$ cat config.mk
export PLATFORM = sky130hd
export DESIGN_NAME = ipd_frame_deframer_top
export DESIGN_NICKNAME = d
export VERILOG_FILES = /design/src/sv/ipd_pkg.sv /design/src/sv/ipd_front.sv /design/src/sv/ipd_queue.sv /design/src/sv/ipd_back.sv /design/src/sv/ipd_frame_deframer_top.sv
export SDC_FILE = /design/constraint.sdc
export NUM_CORES = 1
export LEC_CHECK = 0
export ABC_AREA = 1
export BUFFER_PORTS_ARGS = -buffer_cell sky130_fd_sc_hd__buf_2
export CAP_MARGIN = 20
export CELL_PAD_IN_SITES_DETAIL_PLACEMENT = 1
export CELL_PAD_IN_SITES_GLOBAL_PLACEMENT = 1
export CORE_ASPECT_RATIO = 0.9
export CORE_MARGIN = 3
export CORE_UTILIZATION = 43
export CTS_BUF_LIST = sky130_fd_sc_hd__clkbuf_8
export DETAILED_ROUTE_END_ITERATION = 8
export HOLD_SLACK_MARGIN = 0.1
export PLACE_DENSITY = 0.9
export SYNTH_ARGS = -nofsm -noshare
export SYNTH_HDL_FRONTEND = slang
export SYNTH_SLANG_ARGS = --single-unit
$ cat constraint.sdc
create_clock -name clock -period 7.7 [get_ports clock]
set_clock_uncertainty 0.2 [all_clocks]
set_input_delay 1.155 -clock clock [delete_from_list [all_inputs] [get_ports clock]]
set_output_delay 1.155 -clock clock [all_outputs]
set_load 0.05 [all_outputs]
$ cat src/sv/ipd_pkg.sv
package ipd_pkg;

   localparam int HDR_LEN = 7;
   localparam int POS_W = 3;
   localparam int QUEUE_DEPTH = 2;

   localparam logic [7:0] CHAR_PLUS  = 8'h2B;
   localparam logic [7:0] CHAR_COLON = 8'h3A;
   localparam logic [7:0] CHAR_ZERO  = 8'h30;
   localparam logic [7:0] CHAR_NINE  = 8'h39;

   typedef struct packed {
      logic [7:0] rx_byte;
      logic       link_up;
   } req_type;

   typedef struct packed {
      logic        chunk_valid;
      logic [63:0] chunk_bytes;
      logic [3:0]  chunk_count;
      logic [31:0] short_payload_errors;
      logic [31:0] length_errors;
   } rsp_type;

   // One classified word as handed from the front end to the back end.
   typedef struct packed {
      logic [7:0] rx_byte;
      logic       link_up;
      logic       hdr_done;
      logic       is_digit;
      logic       is_colon;
      logic [3:0] digit;
   } item_type;

   // Characters of the "+IPD,0," header by position.
   function automatic logic [7:0] hdr_char(input logic [POS_W-1:0] pos);
      logic [7:0] c;
      case (pos)
         3'd0: c = 8'h2B;
         3'd1: c = 8'h49;
         3'd2: c = 8'h50;
         3'd3: c = 8'h44;
         3'd4: c = 8'h2C;
         3'd5: c = 8'h30;
         3'd6: c = 8'h2C;
         default: c = 8'h00;
      endcase
      return c;
   endfunction

endpackage

$ cat src/sv/ipd_front.sv
module ipd_front (
   input  logic              clock,
   input  logic              reset,
   input  logic              req_valid,
   input  ipd_pkg::req_type  req_payload,
   input  logic              q_full,
   output logic              req_stall,
   output logic              push,
   output ipd_pkg::item_type push_item
);
   import ipd_pkg::*;

   logic [POS_W-1:0] pos_ff, pos_in;
   logic [POS_W-1:0] pos_step;
   logic             match_done;
   logic [7:0]       b;
   logic [7:0]       digit_diff;

   assign b = req_payload.rx_byte;
   assign req_stall = q_full;
   assign push = req_valid && !q_full;
   assign digit_diff = b - CHAR_ZERO;

   always_comb begin
      // On a mismatch the matcher restarts, trying the byte as the first character.
      if (b == hdr_char(pos_ff)) begin
         pos_step = pos_ff + POS_W'(1);
      end else if (b == CHAR_PLUS) begin
         pos_step = POS_W'(1);
      end else begin
         pos_step = '0;
      end
      match_done = (pos_step == POS_W'(HDR_LEN));
      pos_in = pos_ff;
      if (push) begin
         pos_in = match_done ? '0 : pos_step;
      end
   end

   always_comb begin
      push_item.rx_byte  = b;
      push_item.link_up  = req_payload.link_up;
      push_item.hdr_done = match_done;
      push_item.is_digit = (b >= CHAR_ZERO) && (b <= CHAR_NINE);
      push_item.is_colon = (b == CHAR_COLON);
      push_item.digit    = digit_diff[3:0];
   end

   always_ff @(posedge clock) begin
      if (reset) begin
         pos_ff <= '0;
      end else begin
         pos_ff <= pos_in;
      end
   end

endmodule

$ cat src/sv/ipd_queue.sv
module ipd_queue (
   input  logic              clock,
   input  logic              reset,
   input  logic              push,
   input  ipd_pkg::item_type push_item,
   output logic              full,
   input  logic              pop,
   output logic              q_valid,
   output ipd_pkg::item_type q_item
);
   import ipd_pkg::*;

   localparam int PTR_W = (QUEUE_DEPTH > 1) ? $clog2(QUEUE_DEPTH) : 1;
   localparam int CNT_W = $clog2(QUEUE_DEPTH + 1);

   item_type         entry_ff [QUEUE_DEPTH];
   logic [PTR_W-1:0] wr_ptr_ff, wr_ptr_in;
   logic [PTR_W-1:0] rd_ptr_ff, rd_ptr_in;
   logic [CNT_W-1:0] count_ff, count_in;

   assign full    = (count_ff == CNT_W'(QUEUE_DEPTH));
   assign q_valid = (count_ff != '0);
   assign q_item  = entry_ff[rd_ptr_ff];

   always_comb begin
      wr_ptr_in = wr_ptr_ff;
      rd_ptr_in = rd_ptr_ff;
      count_in  = count_ff;
      if (push) begin
         wr_ptr_in = (wr_ptr_ff == PTR_W'(QUEUE_DEPTH - 1)) ? '0 : wr_ptr_ff + PTR_W'(1);
      end
      if (pop) begin
         rd_ptr_in = (rd_ptr_ff == PTR_W'(QUEUE_DEPTH - 1)) ? '0 : rd_ptr_ff + PTR_W'(1);
      end
      if (push && !pop) begin
         count_in = count_ff + CNT_W'(1);
      end else if (pop && !push) begin
         count_in = count_ff - CNT_W'(1);
      end
   end

   always_ff @(posedge clock) begin
      if (push) begin
         entry_ff[wr_ptr_ff] <= push_item;
      end
   end

   always_ff @(posedge clock) begin
      if (reset) begin
         wr_ptr_ff <= '0;
         rd_ptr_ff <= '0;
         count_ff  <= '0;
      end else begin
         wr_ptr_ff <= wr_ptr_in;
         rd_ptr_ff <= rd_ptr_in;
         count_ff  <= count_in;
      end
   end

endmodule

$ cat src/sv/ipd_back.sv
module ipd_back #(
   parameter int MAX_PAYLOAD = 256,
   parameter int CHUNK_BYTES = 8
) (
   input  logic              clock,
   input  logic              reset,
   input  logic              q_valid,
   input  ipd_pkg::item_type q_item,
   output logic              q_pop,
   output logic              rsp_valid,
   input  logic              rsp_stall,
   output ipd_pkg::rsp_type  rsp_payload
);
   import ipd_pkg::*;

   localparam int LEN_W  = $clog2(MAX_PAYLOAD + 1);
   localparam int ACC_W  = LEN_W + 4;
   localparam int SLOT_W = (CHUNK_BYTES > 1) ? $clog2(CHUNK_BYTES) : 1;
   localparam int CNT_W  = 16;
   localparam logic [CNT_W-1:0]  COUNT_MAX = '1;
   localparam logic [LEN_W-1:0]  MAX_LEN   = LEN_W'(MAX_PAYLOAD);
   localparam logic [SLOT_W-1:0] LAST_SLOT = SLOT_W'(CHUNK_BYTES - 1);

   localparam logic [1:0] PH_IDLE = 2'd0;
   localparam logic [1:0] PH_LEN  = 2'd1;
   localparam logic [1:0] PH_DATA = 2'd2;

   logic [1:0]        phase_ff, phase_in;
   logic [LEN_W-1:0]  len_ff, len_in;
   logic [CNT_W-1:0]  cnt_ff, cnt_in;
   logic [SLOT_W-1:0] slot_ff, slot_in;
   logic [31:0]       short_err_ff, short_err_in;
   logic [31:0]       len_err_ff, len_err_in;
   logic [7:0]        store_ff [CHUNK_BYTES];
   logic [7:0]        store_in [CHUNK_BYTES];
   logic              rsp_valid_ff, rsp_valid_in;
   rsp_type           rsp_payload_ff, rsp_payload_in;

   logic              load;
   logic [ACC_W-1:0]  acc;
   logic              emit;
   logic [3:0]        emit_n;
   logic [63:0]       store_flat;
   logic [63:0]       packed_bytes;

   assign load      = !rsp_valid_ff || !rsp_stall;
   assign q_pop     = q_valid && load;
   assign rsp_valid = rsp_valid_ff;
   assign rsp_payload = rsp_payload_ff;

   // Length digit accumulation: times ten as two shifts and an add.
   assign acc = (ACC_W'(len_ff) << 3) + (ACC_W'(len_ff) << 1) + ACC_W'(q_item.digit);

   always_comb begin
      phase_in     = phase_ff;
      len_in       = len_ff;
      cnt_in       = cnt_ff;
      slot_in      = slot_ff;
      short_err_in = short_err_ff;
      len_err_in   = len_err_ff;
      emit         = 1'b0;
      emit_n       = '0;
      for (int i = 0; i < CHUNK_BYTES; i++) begin
         store_in[i] = store_ff[i];
      end

      if (q_item.hdr_done) begin
         if (cnt_ff != CNT_W'(len_ff)) begin
            short_err_in = short_err_ff + 32'd1;
         end
         if (q_item.link_up) begin
            len_in   = '0;
            cnt_in   = '0;
            slot_in  = '0;
            phase_in = PH_LEN;
         end else begin
            phase_in = PH_IDLE;
         end
      end else if (phase_ff == PH_LEN) begin
         if (!q_item.is_colon) begin
            if (q_item.is_digit) begin
               len_in = (acc > ACC_W'(MAX_PAYLOAD)) ? MAX_LEN : acc[LEN_W-1:0];
            end else begin
               len_err_in = len_err_ff + 32'd1;
               phase_in   = PH_IDLE;
            end
         end else if (len_ff < MAX_LEN) begin
            phase_in = PH_DATA;
         end else begin
            len_err_in = len_err_ff + 32'd1;
            phase_in   = PH_IDLE;
         end
      end else if (phase_ff == PH_DATA) begin
         for (int i = 0; i < CHUNK_BYTES; i++) begin
            if (slot_ff == SLOT_W'(i)) begin
               store_in[i] = q_item.rx_byte;
            end
         end
         // Once the count saturates, the same slot is overwritten and nothing is emitted.
         if (cnt_ff != COUNT_MAX) begin
            cnt_in  = cnt_ff + CNT_W'(1);
            slot_in = (slot_ff == LAST_SLOT) ? '0 : slot_ff + SLOT_W'(1);
            if (cnt_in == CNT_W'(len_ff)) begin
               emit     = 1'b1;
               emit_n   = 4'(slot_ff) + 4'd1;
               phase_in = PH_IDLE;
            end else if (slot_ff == LAST_SLOT) begin
               emit   = 1'b1;
               emit_n = 4'(CHUNK_BYTES);
            end
         end
      end
   end

   always_comb begin
      store_flat = '0;
      for (int i = 0; i < CHUNK_BYTES; i++) begin
         store_flat[8*i +: 8] = store_in[i];
      end
      packed_bytes = '0;
      for (int i = 0; i < 8; i++) begin
         if (4'(i) < emit_n) begin
            packed_bytes[8*i +: 8] = store_flat[8*i +: 8];
         end
      end
   end

   always_comb begin
      rsp_valid_in = rsp_valid_ff;
      rsp_payload_in = rsp_payload_ff;
      if (load) begin
         rsp_valid_in = q_valid;
      end
      if (q_pop) begin
         rsp_payload_in.chunk_valid          = emit;
         rsp_payload_in.chunk_bytes          = packed_bytes;
         rsp_payload_in.chunk_count          = emit_n;
         rsp_payload_in.short_payload_errors = short_err_in;
         rsp_payload_in.length_errors        = len_err_in;
      end
   end

   always_ff @(posedge clock) begin
      if (q_pop) begin
         for (int i = 0; i < CHUNK_BYTES; i++) begin
            store_ff[i] <= store_in[i];
         end
      end
      rsp_payload_ff <= rsp_payload_in;
   end

   always_ff @(posedge clock) begin
      if (reset) begin
         phase_ff     <= PH_IDLE;
         len_ff       <= '0;
         cnt_ff       <= '0;
         slot_ff      <= '0;
         short_err_ff <= '0;
         len_err_ff   <= '0;
         rsp_valid_ff <= 1'b0;
      end else begin
         if (q_pop) begin
            phase_ff     <= phase_in;
            len_ff       <= len_in;
            cnt_ff       <= cnt_in;
            slot_ff      <= slot_in;
            short_err_ff <= short_err_in;
            len_err_ff   <= len_err_in;
         end
         rsp_valid_ff <= rsp_valid_in;
      end
   end

endmodule

$ cat src/sv/ipd_frame_deframer_top.sv
// A word accepted on req is held in a queue entry and then in the output register before its result shows on rsp.
// Throughput: one word per cycle while req_stall is low, set by the parser update in the back end.
// A two-entry queue between the header matcher and the parser buffers words while rsp stalls.
// Reset (synchronous, active high) empties the queue and output register, returns the
// parser to idle and clears the header position, length, byte count and both error counters.
module ipd_frame_deframer_top #(
   parameter int MAX_PAYLOAD = 256,
   parameter int CHUNK_BYTES = 8
) (
   input  logic             clock,
   input  logic             reset,
   input  logic             req_valid,
   output logic             req_stall,
   input  ipd_pkg::req_type req_payload,
   output logic             rsp_valid,
   input  logic             rsp_stall,
   output ipd_pkg::rsp_type rsp_payload
);
   import ipd_pkg::*;

   logic     push;
   item_type push_item;
   logic     q_full;
   logic     q_pop;
   logic     q_valid;
   item_type q_item;

   ipd_front u_front (
      .clock       (clock),
      .reset       (reset),
      .req_valid   (req_valid),
      .req_payload (req_payload),
      .q_full      (q_full),
      .req_stall   (req_stall),
      .push        (push),
      .push_item   (push_item)
   );

   ipd_queue u_queue (
      .clock     (clock),
      .reset     (reset),
      .push      (push),
      .push_item (push_item),
      .full      (q_full),
      .pop       (q_pop),
      .q_valid   (q_valid),
      .q_item    (q_item)
   );

   ipd_back #(
      .MAX_PAYLOAD (MAX_PAYLOAD),
      .CHUNK_BYTES (CHUNK_BYTES)
   ) u_back (
      .clock       (clock),
      .reset       (reset),
      .q_valid     (q_valid),
      .q_item      (q_item),
      .q_pop       (q_pop),
      .rsp_valid   (rsp_valid),
      .rsp_stall   (rsp_stall),
      .rsp_payload (rsp_payload)
   );

endmodule
; After elaboration in Yosys (flattened, before gate mapping)
; Memories as Yosys holds them, arrays and structs flattened. A register that Yosys moved wholly into a read port is not among the register bits.
; Index checks and enable logic that the tools add are counted.
[totals]
regBits = 235
wordCells = 172
mem_bits_rw = 96
inputBits = 13
n_memories = 2
[mem_list]
columns = memory, words, word_bits, read_ports, rd_clocked_by_memory_dff, wr, line
row1 = u_back.store_ff, 8, 8, 8, 0, 8, ipd_back.sv:34  ; logic [7:0] store_ff [CHUNK_BYTES];
row2 = u_queue.entry_ff, 2, 16, 1, 1, 1, ipd_queue.sv:16  ; item_type entry_ff [QUEUE_DEPTH];
[op_classes]
eq_ne = 27
add_sub_neg = 13
n_reduce_logical = 27
mux = 66
bitwise_logic = 2
order_cmp = 12
[ops]
columns = operator, n
row1 = $mux W32, 7
row2 = $mux W64, 3
row3 = $mux W16, 5
row4 = $add A32 B1 Y32 const B, 2
row5 = $mux W8, 8
row6 = $mux W9, 6
row7 = $pmux W7 S6, 1
row8 = $eq A3 B3 Y1 const B, 8
row9 = $mux W3, 8
row10 = $mux W4, 6
row11 = $mux W2, 10
row12 = $add A16 B1 Y16 const B, 1
row13 = $eq A16 B9 Y1, 1
row14 = $eq A8 B6 Y1 const B, 2
row15 = $lt A3 B4 Y1 const A, 4
row16 = $ne A16 B16 Y1 const B, 1
row17 = $ne A16 B9 Y1, 1
row18 = $reduce_and A5 Y1, 3
row19 = $add A12 B10 Y13, 1
row20 = $add A13 B4 Y13, 1
row21 = $gt A13 B9 Y1 const B, 1
row22 = $eq A3 B2 Y1 const B, 4
row23 = $mux W1, 12
row24 = $reduce_bool A2 Y1, 6
row25 = other kinds (26), 45

; Depth between registers and ports, before layout
; Gate-level depths: netlist of run 1.
[depth]
depth_word = 8
ltp_mapped = 20
depth_no_buf = 19

; Cells and area by module
; Synthesis of run 1 repeated with hierarchy kept, for this count alone.
[hier_totals]
hier_cells = 1832
hier_area_um2 = 16425.8
[by_module_without_submodules]
columns = mod, cells_per_inst, n_inst, seq_area_each_um2, area_per_inst_um2
row1 = ipd_back, 1616, 1, 7817.5, 14222.4
row2 = ipd_queue, 83, 1, 1061.0, 1436.4
row3 = ipd_front, 133, 1, 60.1, 767.0

; Worst setup path before layout of run 1
; Ideal clock, no wire load.
[synth_timing]
path_kind = in2reg
from = in rsp_stall
to = reg (tool-made name)
t_arrival_ps = 7471
t_required_ps = 7118
setup_time_ps = 382
slack_ps = -352
stages = 6
path_buffers = 2
cell_sequence = nand2_1 > o21ai_1 > clkbuf_1 > inv_1 > clkbuf_1 > a21oi_1
[synth_rtl]
columns = element, line
row1 = start: declaration, ipd_frame_deframer_top.sv:16  ; input logic rsp_stall,

==> results of run 1 <==
-- power by group --
part / leakage (nW) / internal [mW] / total (mW) / switching (mW)
Combinational: 4.69 / 0.732 / 3.53 / 2.80
Clock: 0.624 / 0.858 / 1.57 / 0.715
Sequential: 3.01 / 2.85 / 3.24 / 0.392
-- path summary, 6_finish.rpt --
kind / from / end / slack [ps] / depth (start not counted)
worst max-delay path: flip-flop / u_back.len_ff[8]$_SDFFE_PP0P_ / 3300 / 16
worst min-delay path: u_queue.rd_ptr_ff$_SDFFE_PP0P_ / u_queue.rd_ptr_ff$_SDFFE_PP0P_ / 260 / 1
worst max register to register: flip-flop / u_back.len_ff[8]$_SDFFE_PP0P_ / 3300 / 16
worst min register to register: u_queue.rd_ptr_ff$_SDFFE_PP0P_ / u_queue.rd_ptr_ff$_SDFFE_PP0P_ / 260 / 1
-- cells in the mapped netlist (23+ instances only) --
master,number
nor2_1,127
nor3_1,23
nand4_1,38
ha_1,32
inv_1,299
clkbuf_1,37
o21ai_0,158
nand2_1,392
a21oi_1,111
xor2_1,62
nand3_1,76
edfxtp_1,221
dfxtp_1,103
-- registers in the layout (all words and copies together), names as in the netlist, 2 cells and up, named ones only --
name and count:
u_back.slot_ff 3, u_queue.count_ff 2, u_back.cnt_ff 16, u_back.store_ff 64, u_front.pos_ff 3, u_back.rsp_payload 133
u_back.phase_ff 2, u_back.len_ff 9, u_queue.entry_ff 24, u_back.len_err_ff 32, u_back.short_err_ff 32
-- area by class of cell --
cell class	count	area (um2)	share of cell area
inverters	305	1150	0.0633
multi-input cells	1133	5850	0.321
well taps	476	596	0.0327
clock buffers	61	840	0.0461
repair buffers	157	817	0.0448
clock inverters	36	260	0.0143
flip-flops and latches	324	8700	0.477
-- cell usage in the layout (no fill, tap or decap), drive strengths merged, types with 2 or more instances in the layout --
master and instances:
nand2 398, inv 320, edfxtp 221, o21ai 177, buf 156, nor2 142, a21oi 112, dfxtp 103
nand3 83, xor2 62, clkbuf 62, nand4 38, ha 32, nor3 26, clkinv 16, or2 9
and2 8, nor4 8, a21boi 8, o211ai 5, nand3b 5, xnor2 4, a31oi 4, bufinv 4
a211oi 2, fa 2
-- logic make-up (layout without fill, tap and decap cells) --
logic type	after synthesis	after routing	share of synthesized area
AND/OR/NAND/NOR	718	718	0.199
buffers and inverters	356	559	0.0869
flip-flops	324	324	0.546
AO/OA/AOI/OAI	314	314	0.103
XOR/XNOR	66	66	0.0363
adder cells (fa/ha/maj)	34	34	0.0277
multiplexers	1	1	0.000629
-- worst max-delay path: stages, from the launching register on --
cell     delay [ps]
dfxtp_1         560
inv_1           250
or2_2           330
o21ai_0         290
inv_1           190
ha_1            330
ha_1            190
inv_1            70
fa_1            400
xor2_1          220
nand4_1         150
nor3_1          270
a21oi_1          90
nor2_1          430
nand3_1         130
nand2_1          90
a21oi_1          50
-- metrics by stage --
step	hold slack (ps)	util	area (um2)	instances	power [mW]
global route	287	0.501	18200	2492	8.84
detailed placement	260	0.470	17100	2390	6.73
CTS	263	0.500	18200	2487	8.39
finish	261	0.501	18200	2492	8.35
floorplan	226	-	15900	1813	5.80
global placement	236	0.470	17100	2390	6.52
-- layer usage --
metal | share of wire | vias to the layer above
met5 | 0.00015 | -
met4 | 0.031 | 2
met3 | 0.047 | 97
met2 | 0.50 | 329
met1 | 0.42 | 6511
li1 | - | 6284
==> metrics.md, run 1 <==
| Metric | Value |
|---|---|
| Layout net count | 2021 |
| Core ar. | 0.0363 mm2 |
| Top cell type's share of synthesized area | 0.417 |
| Fin. Hold Viols | 0 |
| TritonCTS Sinks | 324 |
| CTS max path bufs | 3 |
| Grt met1 use | 0.279 |
| Dpl hpwl | 31100 um |
| Fill count | 4346 |
| Syn Nets | 1860 |
| Port Buf Inserts | 147 |
| YS warnings | 0 |
| RSZ-0062 raised after global routing | no |
| Post-Synthesis Cells | 1813 |
| Leakage | 8.32 nW |
| Grt ovf | 0 |
| Post-CTS Setup Bufs | 0 |
| Post-synth EDFFs | 221 |
| Crit start category | flip-flop |
| CP Data Arrival Time | 4670 ps |
| Clock buffer count from CTS | 53 |
| Crit-path max FO | 13 |
| I/O Pins | 148 |
| Critical path class | reg2reg |
| Flop and latch count out of synthesis | 324 |
| Antenna Cells | 0 |
| DRT Pass-1 Iters | 4 |
| CTS HTree Levels | 2 |
| Final ANT Viol Nets | 0 |
| Number of DRC markers in iteration 0 | 754 |
| First-pass GRT wire length | 73200 um |
| Share of cells above drive strength 1 | 0.141 |
| Post-Synthesis Cell Area | 0.0159 mm2 |
| Initial core utilization | 0.438 |
| Crit path time final | 4400 ps |
| Final worst slack | 3300 ps |
| Initial antenna violation count | 1 |
| Placer Congestion | 0.849 |
| Pwr/cell area | 458 mW/mm2 |
| VDD IR max | 0.000466 V |
| Clock Latency Late Sink | 640 ps |
| Vias post-DR | 13200 |
| Wire length per cell | 18.3 um |
| Final period utilization | 0.571 |
| Gr busiest metal | met2 |
| Synth area leader | edfxtp_1 |
| Worst Tran Pin Value | 1070 ps |
| Worst EP required | 7970 ps |
| Root Buffer | clkbuf_8 |
| Die span in y | 189 um |
| Die ar. | 0.0394 mm2 |
| Overall Global Routing Usage | 0.229 |
| Setup violators final | 0 |
| FMAX | 227 MHz |
| Ys flop type | edfxtp_1 |
| CTS Hold Bufs | 0 |
| Crit. End Element | flip-flop |
| Max-slew violation count | 0 |
| Met2 GRT Util | 0.402 |
| Syn_area_per_cell | 8.78 um2 |
| Async set-reset flop share out of synthesis | 0 |
| Synth area leaders | edfxtp_1, dfxtp_1, nand2_1, inv_1, o21ai_0 |
| Post-synthesis sequential area ratio | 0.546 |
| Routed vias/inst | 5.31 |
| DRC violation count after routing | 0 |
| Max_cap viols | 0 |
| Synth unique cells | 49 |
| Setup TNS | 0 ps |
| Post-CTS resize count | 0 |
| Worst slack, placed | 3410 ps |
| CTS tree | built |
| Met3 usage | 0.0451 |
| Largest net degree at the start of global routing | 158 |
| Slew HR | 0.286 |
| Std cell rows | 66 |
| Clk pin slew, worst setup/hold paths | 60 ps |
| Outcome | complete, no violations |
| Vias in the first global route | 14000 |
| Area Growth Syn to Fin | 14.4% |
| Worst Hold Class | reg2reg |
| Post-Route WL | 45500 um |
| Chip Width | 209 um |
(Power assumes the default switching activity.)
==> run 2, diff against run 1 <==
- CORE_UTILIZATION: 43 -> 45
- clock period: 7.7 -> 4.1 ns (I/O delays scaled with it)
==> run 2 against run 1 <==
Effect of this change:
- die area decreased by 4.3%
- sequential cell count unchanged
- design area increased by 1.1%
- non-clock buffer count increased by 19
- wire length increased by 8.0%
- clock-buffer cell count decreased by 4
- cell count increased by 0.16%
- first-iteration DRC count increased by 38%
- combinational power increased by 95%
- global-route usage increased by 2.6 points
==> metrics.md, run 2 (synthesis results as in run 1) <==
| Metric | Value |
|---|---|
| Fill count | 4110 |
| FMAX | 264 MHz |
| Placer Congestion | 0.891 |
| Max_cap viols | 0 |
| Worst r2r path cells | 18 |
| Root Buffer | clkbuf_8 |
| Post-Route WL | 49200 um |
| Antenna Cells | 0 |
| Crit-path max FO | 11 |
| CP Data Arrival Time | 4080 ps |
| DRC violation count after routing | 0 |
| Crit. End Element | flip-flop |
| Clock Latency Late Sink | 640 ps |
| Vias in the first global route | 14400 |
| CTS max path bufs | 3 |
| Crit path time final | 3790 ps |
| Setup TNS | 0 ps |
| Final period utilization | 0.924 |
| Overall Global Routing Usage | 0.255 |
| I/O Pins | 148 |
| Routed vias/inst | 5.45 |
| Die ar. | 0.0377 mm2 |
| DRT Pass-1 Iters | 5 |
| Initial antenna violation count | 1 |
| Commonest cells after routing, fill and taps aside | nand2_1, inv_1, edfxtp_1, o21ai_0, buf_2 |
| Std cell rows | 64 |
| Leakage | 8.41 nW |
| CTS HTree Levels | 2 |
| Grt ovf | 0 |
| Critical path class | reg2reg |
| Setup violators final | 0 |
| Share of cells above drive strength 1 | 0.146 |
| Final total power | 16.1 mW |
| RSZ-0062 raised after global routing | no |
| Vias post-DR | 13600 |
| Max reg flops | 133 |
| Worst EP required | 4390 ps |
| Final worst slack | 312 ps |
| CTS tree | built |
| Layout net count | 2038 |
| Outcome | complete, no violations |
| Initial core utilization | 0.462 |
| Clock buffer count from CTS | 51 |
| TritonCTS Sinks | 324 |
| VDD IR max | 0.000748 V |
| Dpl hpwl | 32100 um |
| Clk pin slew, worst setup/hold paths | 70 ps |
| WHS Path Cells | 3 |
| Fin. Hold Viols | 0 |
| Final ANT Viol Nets | 0 |
| Port Buf Inserts | 147 |
| Crit start category | flip-flop |
| Area Growth Syn to Fin | 15.7% |
| Wire length per cell | 19.7 um |
| Max-slew violation count | 0 |
| Largest net degree at the start of global routing | 102 |
| Worst slack, placed | 341 ps |
| Core ar. | 0.0344 mm2 |
| Pwr/cell area | 872 mW/mm2 |
| Worst Tran Pin Value | 1070 ps |
| Worst Hold Class | in2reg |
| Number of DRC markers in iteration 0 | 1037 |
| Slew HR | 0.276 |
| First-pass GRT wire length | 76900 um |
| Die span in y | 184 um |
| Chip Width | 204 um |
| Most common library cell in the layout ignoring fill and taps | nand2_1 |
[run 2: cell types whose count changed in the layout (fill, tap and decap cells not counted), moves of 2 or more]
cell	change
clkbuf_8	-4
dlygate4sd3_1	+9
bufinv_16	+2
buf_4	+10
[run 2: critical path: stages, from the launching register on]
cell and delay, ps:
dfxtp_1 360, inv_1 160, or2_2 320, o21ai_0 120
inv_1 130, ha_1 300, ha_1 160, inv_1 50
fa_1 410, inv_1 90, nand3_1 80, nand2_1 140
xor2_1 110, nor3_1 240, a21oi_1 110, nor2_1 100
buf_4 170, nand4_1 120, a21oi_1 270
[run 2: layout make-up]
cell class | instances | area [um2] | area share
sequential | 324 | 8700 | 0.472
multi-input combinational | 1133 | 5860 | 0.318
inverter | 305 | 1150 | 0.0626
timing repair buffer | 176 | 1000 | 0.0545
clock buffer | 57 | 785 | 0.0426
tap | 462 | 578 | 0.0314
clock inverter | 39 | 337 | 0.0183
[run 2: power breakdown]
part | internal (mW) | switching, mW | total [mW]
sequential | 5.34 | 0.735 | 6.08
combinational | 1.45 | 5.45 | 6.89
clock | 1.67 | 1.42 | 3.09
total | 8.46 | 7.60 | 16.1
[run 2: metal layers]
metal / share of wire / global-route usage / vias up
li1: - / - / 6310
met1: 0.40 / 0.310 / 6638
met2: 0.49 / 0.452 / 510
met3: 0.060 / 0.0463 / 140
met4: 0.043 / 0.0974 / 0
met5: 0 / 0 / -
[run 2: path summary, 6_finish.rpt]
kind                                   start                         endpoint  slack [ps]
max                                flip-flop    u_back.len_ff[6]$_SDFFE_PP0P_         310
min reg2reg  u_back.phase_ff[0]$_SDFFE_PP0P_  u_back.phase_ff[0]$_SDFFE_PP0P_         290
max reg2reg                        flip-flop    u_back.len_ff[6]$_SDFFE_PP0P_         310
min                                rsp_stall    u_back.rsp_valid$_SDFFE_PP0N_         200
[run 2: what timing repair did]
action                                  4_1_cts  5_1_grt
endpoints found under the setup margin        0        9
buffers inserted                              0        0
gates resized for setup                       0        3
hold buffers                                  9        0
endpoints found under the hold margin        18        0
[run 2: metrics by stage]
stage,util,hold slack (ps),instances,instance area (um2)
floorplan,-,226,1813,15900
CTS,0.534,157,2493,18400
global route,0.535,175,2496,18400
finish,0.535,196,2496,18400
detailed placement,0.498,272,2388,17200
global placement,0.498,235,2388,17200
==> run 3, diff against run 2 <==
- ABC_AREA: 1 -> not set
- CORE_MARGIN: 3 -> 2
- PLACE_DENSITY: 0.9 -> 0.88
==> run 3 against run 2 <==
Effect of this change:
- critical path depth fell by 7
- via count decreased by 11%
- register-to-register slack worse by 150 ps
- global-route usage down 2.2 points
- die area decreased by 3.5%
- highest routed layer is now met5
- sequential share of layout area is 0.83 points higher
- cell count down 14%
- clock power shrank 11%
- design area is 1.7% lower
- critical endpoint is now u_back.len_ff[4]$_SDFFE_PP0P_
- sequential power fell by 21%
==> metrics.md, run 3 <==
| Metric | Value |
|---|---|
| Outcome | complete, no violations |
| Routed vias/inst | 5.64 |
| Wire length per cell | 20.2 um |
| Final ANT Viol Nets | 0 |
| Port Buf Inserts | 147 |
| Synth area leader | edfxtp_1 |
| Leakage | 6.70 nW |
| Syn_area_per_cell | 10.6 um2 |
| Dpl hpwl | 28200 um |
| Largest net degree at the start of global routing | 137 |
| Clock buffer count from CTS | 54 |
| Synth area leaders | edfxtp_1, dfxtp_1, xnor2_1, nand2_1, nor2_1 |
| Clock Latency Late Sink | 600 ps |
| Critical path class | reg2reg |
| DRC violation count after routing | 0 |
| Syn Nets | 1524 |
| I/O Pins | 148 |
| Final period utilization | 0.961 |
| Synth cell count leaders | edfxtp_1, nand2_1, nor2_1 |
| Setup violators final | 0 |
| Root Buffer | clkbuf_8 |
| Flop and latch count out of synthesis | 324 |
| Chip Width | 201 um |
| Top cell type's share of synthesized area | 0.423 |
| Post-synth EDFFs | 221 |
| Crit. End Element | flip-flop |
| Max reg flops | 133 |
| Max-slew violation count | 0 |
| Min Hold Slack | 181 ps |
| Die span in y | 181 um |
| Antenna Cells | 0 |
| CP Data Arrival Time | 4250 ps |
| Initial antenna violation count | 1 |
| Share of cells above drive strength 1 | 0.182 |
| Ys flop type | edfxtp_1 |
| Async set-reset flop share out of synthesis | 0 |
| Worst Tran Pin Value | 1000 ps |
| Crit start category | flip-flop |
| Die ar. | 0.0364 mm2 |
| Core ar. | 0.0342 mm2 |
| Fill count | 3798 |
| Layout net count | 1690 |
| Post-Route WL | 43600 um |
| Fin. Hold Viols | 0 |
| FMAX | 254 MHz |
| CTS max path bufs | 3 |
| Initial core utilization | 0.459 |
| YS warnings | 0 |
| Synth unique cells | 70 |
| Grt ovf | 0 |
| Pwr/cell area | 629 mW/mm2 |
| Placer Congestion | 0.865 |
| Slew HR | 0.313 |
| Overall Global Routing Usage | 0.233 |
| Hold Crit Start | req_payload[3] |
| Worst Hold Class | in2reg |
| Post-synthesis sequential area ratio | 0.555 |
| Post-Synthesis Cells | 1477 |
| Post-Synthesis Cell Area | 0.0157 mm2 |
| TritonCTS Sinks | 324 |
| Std cell rows | 64 |
| Number of DRC markers in iteration 0 | 844 |
| Most common library cell in the layout ignoring fill and taps | edfxtp_1 |
| Max_cap viols | 0 |
| CTS tree | built |
| CTS HTree Levels | 2 |
| DRT Pass-1 Iters | 5 |
| Post-CTS Setup Bufs | 0 |
| Vias post-DR | 12100 |
| First-pass GRT wire length | 68300 um |
| RSZ-0062 raised after global routing | no |
| Vias in the first global route | 12600 |
| Fin util | 0.529 |
| Area Growth Syn to Fin | 15.4% |
| Crit-path max FO | 5 |
| Commonest cells after routing, fill and taps aside | edfxtp_1, nand2_1, buf_2, nor2_1, dfxtp_1 |
| Top-count cell post-synth | edfxtp_1 |
| Clk pin slew, worst setup/hold paths | 70 ps |
| Worst EP required | 4400 ps |
| Crit path time final | 3940 ps |
| Final total power | 11.4 mW |
| VDD IR max | 0.000560 V |
[run 3: repair_timing]
action / 4_1_cts / 5_1_grt
cloned: 0 / 2
hold buffers: 8 / 0
hold endpoints to repair: 16 / 0
endpoints found under the setup margin: 2 / 31
gates resized for setup: 0 / 5
pin swaps: 1 / 1
[run 3: worst max-delay path, stage by stage, from the launching register on]
cell and delay [ps]:
dfxtp_1 370, mux2_2 390, inv_1 110, fa_1 460, inv_1 80, ha_1 240, a211oi_1 420, o21bai_1 180
a211o_1 340, a2111oi_1 530, o311ai_1 260, o21ai_0 250
[run 3: layer usage]
layer  up-vias  global-route usage  share of wire
met4         2              0.0753          0.027
met1      6032               0.294           0.42
met2       351               0.399           0.49
met5         -                   0        0.00030
met3        97              0.0487          0.058
li1       5660                   -              -
[run 3: final timing paths]
check | end | slack (ps) | cells after the start
min | u_queue.entry_ff[0][10]$_DFFE_PP_ | 180 | 1
min reg2reg | u_back.len_err_ff[31]$_SDFFE_PP0P_ | 310 | 2
max reg2reg | u_back.len_ff[4]$_SDFFE_PP0P_ | 160 | 11
max | u_back.len_ff[4]$_SDFFE_PP0P_ | 160 | 11
[run 3: area by class of cell]
| cell class | instances | area, um2 | area share |
|---|---|---|---|
| clock buffers | 60 | 826 | 0.0456 |
| flip-flops and latches | 324 | 8700 | 0.481 |
| well taps | 462 | 578 | 0.0319 |
| clock inverters | 42 | 208 | 0.0115 |
| inverters | 76 | 293 | 0.0162 |
| multi-input cells | 1004 | 6450 | 0.357 |
| repair buffers | 183 | 1040 | 0.0575 |
[run 3: cell families after synthesis]
group                    share of synthesized area
flip-flops                                   0.555
adder cells (fa/ha/maj)                     0.0281
XOR/XNOR                                    0.0771
AND/OR/NAND/NOR                              0.162
buffers and inverters                       0.0381
AO/OA/AOI/OAI                                0.107
multiplexers                                0.0327
[run 3: through the flow]
stage	setup TNS (ps)	cells	cell area, um2	worst slack (ps)
after floorplan	0	1477	15700	65.8
after global placement	0	2037	16900	290
after detailed placement	-19.2	2037	16900	-19.2
after CTS	0	2147	18100	52.0
after global routing	0	2151	18100	21.3
final	0	2151	18100	159
[run 3: power by group]
part           total (mW)  internal (mW)  switching, mW
clock                2.75           1.41           1.34
combinational        3.83          0.703           3.12
sequential           4.80           4.52          0.281
total                11.4           6.63           4.74
